File: config.mk
export PLATFORM = sky130hd
export DESIGN_NAME = rvig_divider
export DESIGN_NICKNAME = d
export VERILOG_FILES = /design/src/rvig_pkg.sv /design/src/rvig_divider.sv
export SDC_FILE = /design/constraint.sdc
export NUM_CORES = 2
export LEC_CHECK = 0
export BUFFER_PORTS_ARGS = -buffer_cell sky130_fd_sc_hd__clkbuf_2
export CORE_ASPECT_RATIO = 0.6
export CORE_MARGIN = 2
export CORE_UTILIZATION = 33
export CTS_BUF_LIST = sky130_fd_sc_hd__clkbuf_4 sky130_fd_sc_hd__clkbuf_8 sky130_fd_sc_hd__clkbuf_16
export DETAILED_ROUTE_END_ITERATION = 8
export GPL_TIMING_DRIVEN = 0
export PLACE_DENSITY = 0.58
export SYNTH_ARGS = -nofsm -noshare
export SYNTH_HDL_FRONTEND = slang
export SYNTH_SLANG_ARGS = --single-unit
File: constraint.sdc
create_clock -name clk -period 7 [get_ports clk]
set_input_delay 1.05 -clock clk [delete_from_list [all_inputs] [get_ports clk]]
set_output_delay 1.05 -clock clk [all_outputs]
set_load 0.01 [all_outputs]
File: src/rvig_pkg.sv
// Shared types and constants for the radial vignette pixel pipeline.
// Used by rvig_divider and radial_vignette_pixel; no dependencies.
package rvig_pkg;

    localparam int MAX_DIM     = 4096;
    localparam int FRAC_BITS   = 16;
    localparam int STRENGTH_MAX = 200;

    localparam int COORD_W = 12;
    localparam int CHAN_W  = 8;
    localparam int CFG_W   = 13;
    localparam int IDX_W   = 2;

    localparam int DIM_W  = $clog2(MAX_DIM + 1);
    localparam int DIFF_W = (DIM_W > COORD_W + 1) ? DIM_W : COORD_W + 1;
    localparam int SQ_W   = 2 * DIFF_W;
    localparam int NUM_W  = SQ_W + 1;
    localparam int SN_W   = NUM_W + 8;
    localparam int DEN_W  = 2 * DIM_W + 8;
    localparam int CMP_W  = (SN_W > DEN_W) ? SN_W : DEN_W;
    localparam int Q_W    = FRAC_BITS + 1;

    localparam logic [IDX_W-1:0] REG_STRENGTH = 2'd0;
    localparam logic [IDX_W-1:0] REG_WIDTH    = 2'd1;
    localparam logic [IDX_W-1:0] REG_HEIGHT   = 2'd2;

    typedef struct packed {
        logic [CHAN_W-1:0] red;
        logic [CHAN_W-1:0] green;
        logic [CHAN_W-1:0] blue;
    } pix_t;

endpackage

File: src/rvig_divider.sv
// Pipelined restoring divider: one quotient bit per stage, pixel carried along.
// Depends on rvig_pkg.
module rvig_divider (
    input  logic                      clk,
    input  logic                      rst_n,
    input  logic                      en,
    input  logic                      in_valid,
    input  logic [rvig_pkg::DEN_W-1:0] in_rem,
    input  rvig_pkg::pix_t            in_pix,
    input  logic [rvig_pkg::DEN_W-1:0] den,
    output logic                      out_valid,
    output logic [rvig_pkg::Q_W-1:0]  out_q,
    output rvig_pkg::pix_t            out_pix
);
    import rvig_pkg::*;

    logic [Q_W-1:0]   valid_reg;
    logic [DEN_W-1:0] rem_reg [0:Q_W-1];
    logic [Q_W-1:0]   quo_reg [0:Q_W-1];
    pix_t             pix_reg [0:Q_W-1];

    genvar k;
    generate
        for (k = 0; k < Q_W; k++)
        begin : g_step
            logic [DEN_W:0]   trial;
            logic [Q_W-1:0]   quo_src;
            logic             valid_src;
            pix_t             pix_src;
            logic             take;
            logic [DEN_W:0]   diff;
            logic [DEN_W-1:0] rem_next;
            logic [Q_W-1:0]   quo_next;

            if (k == 0)
            begin : g_first
                // first bit: remainder never exceeds the divisor, no shift
                assign trial     = {1'b0, in_rem};
                assign quo_src   = '0;
                assign valid_src = in_valid;
                assign pix_src   = in_pix;
            end
            else
            begin : g_rest
                assign trial     = {rem_reg[k-1], 1'b0};
                assign quo_src   = quo_reg[k-1];
                assign valid_src = valid_reg[k-1];
                assign pix_src   = pix_reg[k-1];
            end

            assign take     = (trial >= {1'b0, den});
            assign diff     = trial - {1'b0, den};
            assign rem_next = take ? diff[DEN_W-1:0] : trial[DEN_W-1:0];
            assign quo_next = {quo_src[Q_W-2:0], take};

            always_ff @(posedge clk or negedge rst_n)
            begin
                if (!rst_n)
                begin
                    valid_reg[k] <= 1'b0;
                end
                else if (en)
                begin
                    valid_reg[k] <= valid_src;
                end
            end

            always_ff @(posedge clk)
            begin
                if (en)
                begin
                    rem_reg[k] <= rem_next;
                    quo_reg[k] <= quo_next;
                    pix_reg[k] <= pix_src;
                end
            end
        end
    endgenerate

    assign out_valid = valid_reg[Q_W-1];
    assign out_q     = quo_reg[Q_W-1];
    assign out_pix   = pix_reg[Q_W-1];

    a_rem_below_den: assert property (@(posedge clk) disable iff (!rst_n)
        valid_reg[Q_W-1] |-> (rem_reg[Q_W-1] < den))
        else $error("divider remainder not below divisor");

    a_q_at_most_one: assert property (@(posedge clk) disable iff (!rst_n)
        (valid_reg[Q_W-1] && quo_reg[Q_W-1][Q_W-1]) |-> (quo_reg[Q_W-1][Q_W-2:0] == '0))
        else $error("vignette factor above unity");

endmodule

; After elaboration in Yosys (flattened, before gate mapping)
; Memory sizes are Yosys's and may differ from the RTL's.
; Cells that the tools add are included.
[op_classes]
muxes = 19
order_cmp = 17
n_addsub = 17
[ops]
columns = op, n
row1 = $mux 34, 17
row2 = $sub 34x34->34, 17
row3 = $ge 35x34->1, 16
row4 = $ge 34x34->1, 1
row5 = $mux 1, 2
[totals]
n_memories = 3
in_bits = 96
elab_cells = 73
ram_bits = 1275
reg_bits = 17
[memory_table]
columns = memory, depth, word_bits, rd, rd_clocked_by_memory_dff, write_ports, line
row1 = rem_reg, 17, 34, 16, 0, 17, rvig_divider.sv:18  ; logic [DEN_W-1:0] rem_reg [0:Q_W-1];
row2 = pix_reg, 17, 24, 17, 0, 17, rvig_divider.sv:20  ; pix_t pix_reg [0:Q_W-1];
row3 = quo_reg, 17, 17, 17, 0, 17, rvig_divider.sv:19  ; logic [Q_W-1:0] quo_reg [0:Q_W-1];

; Longest topological paths before layout
; An unclocked memory read counts as a cell.
[depth]
ltp_word = 3
mapped_depth = 16
ltp_nobuf = 15

; Worst setup path before layout
; Ideal clock, no wire load.
[synth_path]
path_kind = input -> register
from = input port den[0] in the netlist's numbering
to = memory rem_reg[0][296] in the netlist's numbering, data pin
setup_time_ns = 0.260
arrival_time_ns = 5.395
stages = 15
path_buffers = 3
slack_ns = 1.345
path_cell_list = buf_4 > buf_2 > inv_1 > clkbuf_1 > fa_1 > a21oi_1 > o21ai_0 > a2111oi_0 > o41ai_1 > a211oi_1 > o31ai_1 > nand3_1 > nand2_1 > xor2_1 > mux2_2
[synth_rtl]
columns = element, line
row1 = "start, declared", rvig_divider.sv:10  ; input logic [rvig_pkg::DEN_W-1:0] den,
row2 = "end, declared", rvig_divider.sv:18

==> metrics.csv <==
metric,value,unit
status,completed,
sequential element share of the synthesized area,49.1,%
first-pass GRT wire length,293,mm
Power Dens Cells,480,nW/µm²
pin count of the biggest net entering global routing,122,
vias in the first global route,46700,
drt first pass iters,6,
Yosys Warn Count,0,
Port Buffers,137,
fin util,37.6,%
Worst EP required,7.47,ns
async set-reset flop share out of synthesis,1.52,%
maximum clock rate,152,MHz
Die W,592,µm
syn nets,6875,
Final Cycle Share,94.1,%
Die Area,211000,µm²
Final GP Congestion,0.909,
most frequent cells in the layout,"edfxtp_1, a21oi_1, ha_1, o21ai_0, nand2_1",
Clock Sinks,1122,
routed vias/inst,5.43,
Crit path arrival time,7.06,ns
num ports,138,
Lkg Pwr,0.0301,µW
Register Area,33600,µm²
synthesized flop and latch total,1122,
cts bufs inserted,118,
ANT nets after route,0,
Post-CTS Resized,0,
Largest register FFs,544,
htree depth,3,
clk_lat worst skew,0.76,ns
area grow syn2layout,13.2,%
Post-CTS Setup Inserts,0,
Initial DRC Count,5550,
DRC,0,
share of post-route cells with drive strength above 1,10.8,%
Max Cap Viol,0,
"critical path fanouts, max",39,
cell area after synthesis,68400,µm²
Slew @ Worst Pin,1.47,ns
"Cell Area, Placed",73200,µm²
clock skew,0.0479,ns
CTS tree,yes,
"EDFF count, synth",1105,
Multi-input gate area,33400,µm²
Root Driver,clkbuf_16,
Crit. End Element,flop,
Nets,7158,
"Reg clk slew, reported paths",0.06,ns
average wire per standard cell,21.2,µm
Worst IR Drop VDD,0.000226,V
Tot GR Track Use,18.2,%
Post-Syn Area per Cell,11.1,µm²
total chip power,37200,µW
Crit Path Category,in -> reg,
Reg2Reg Setup Slack,1.66,ns
crit path time final,6.59,ns
hold_buf cts,0,
RR Startpoint,rem_reg[0][375]$_DFFE_PP_,
RR Endpoint,rem_reg[0][411]$_DFFE_PP_,
predominant post-synthesis flop cell,edfxtp_1,
Worst Setup Start Kind,input port,
Post-Route WL,198,mm
Syn Inst Count,6186,
setup violators final,0,
"commonest non-fill, non-tap cell in the layout",edfxtp_1,
initial antenna violation count,7,
vias,50600,
Starting Density,33.2,%
GRT Residual Overflow,0,
Worst R2R Path Depth,13,
count of cell types in the netlist,99,
peak per-stage delay on the critical path,0.76,ns
floorplan row count,129,
number of fill cells,20000,
"Hold Violations, Final",0,
Clock Path Buffers,3,
Min-Delay Path Class,in -> async,
die span in y,357,µm
Slew Limit Headroom,2.08,%
Final Cell Area,77500,µm²
worst-path cell chain,clkbuf_2 > buf_4 > buf_2 > inv_1 > clkbuf_4 > ha_1 > nand3_1 > nor4_2 > nand2_1 > nor4_1 > nor4_1 > o21ai_0 > nand3_1 > clkbuf_1 > buf_1 > nand2_1 > o21ai_0,
hpwl dp,145,mm
"Slew Viols, Final",0,
area of the core,206000,µm²
Crit-path slowest cell,clkbuf_4,
RSZ-0062 raised after global routing,false,
power by group:
part,internal (µW),leakage (µW),total [µW],switching (µW)
sequential,10300,0.0110,11500,1160
combinational,7650,0.0170,18800,11100
clock,4010,0.00208,6880,2870
cell usage after synthesis (all sizes together), types with 19 or more instances:
library cell	n	area, µm²
edfxtp	1105	33200
o21a	94	706
a31oi	58	384
and3	67	419
mux2	198	2330
nand4	86	538
buf	53	330
o31a	21	184
o21ai	482	2420
nand2	458	1720
a211oi	47	363
nor4	28	181
nand3	123	621
o21bai	83	623
clkbuf	113	424
inv	181	679
nand2b	65	407
o211ai	29	218
or3	19	119
a21o	287	2150
o31ai	36	270
ha	577	7220
xnor2	262	2290
xor2	197	1730
and2	33	206
nor2	404	1520
a21oi	630	3170
nor2b	71	444
nor3	78	390
how the worst max path moves through the flow:
stage | startpoint | end | slack, ns
floorplan | den[0] | rem_reg[0][296]$_DFFE_PP_ | 1.34
global placement | en | pix_reg[0][10]$_DFFE_PP_ | -15.50
detailed placement | den[0] | rem_reg[0][438]$_DFFE_PP_ | -0.24
CTS | den[0] | rem_reg[0][411]$_DFFE_PP_ | 0.58
global route | den[0] | rem_reg[0][414]$_DFFE_PP_ | 0.08
finish | den[0] | rem_reg[0][440]$_DFFE_PP_ | 0.41
layer usage:
metal	up-vias	global-route usage, %	part of all wire (%)
met2	1739	22.1	35
met1	24500	29.7	52
met5	-	0	0
met3	217	6.20	11
met4	0	3.75	2.0
li1	24200	-	-
critical path, delay by kind of cell:
family,cells,cell delay [ns]
and+or+nand+nor,7,2.20
AOI/OAI and AO/OA,2,0.29
adders and majority gates,1,0.28
buffers and inverters,7,3.14
stage by stage:
| step | setup WS [ns] | TNS, ns | hold WS [ns] | instances |
|---|---|---|---|---|
| floorplan | 1.34 | 0 | 0.400 | 6186 |
| global placement | -15.50 | - | 0.400 | 9074 |
| detailed placement | -0.242 | -2.23 | 0.405 | 9098 |
| CTS | 0.582 | 0 | 0.153 | 9322 |
| global route | 0.0837 | 0 | 0.200 | 9325 |
| finish | 0.412 | 0 | 0.232 | 9326 |
layout make-up:
type,instances,area share (%)
diodes,2,0.00646
multi-input cells,4717,43.1
flip-flops and latches,1122,43.4
clock inverters,85,1.40
clock buffers,139,4.06
repair buffers,163,1.74
well taps,2751,4.44
plain buffers,166,0.979
inverters,181,0.877
kinds of logic after synthesis:
| group | share of synthesized area [%] |
|---|---|
| AO/OA/AOI/OAI | 17.9 |
| AND/OR/NAND/NOR | 10.4 |
| flip-flops | 49.1 |
| adder cells (fa/ha/maj) | 11.0 |
| XOR/XNOR | 5.88 |
| buffers and inverters | 2.10 |
| multiplexers | 3.57 |
Note: power is estimated with default switching activity, not from simulation.
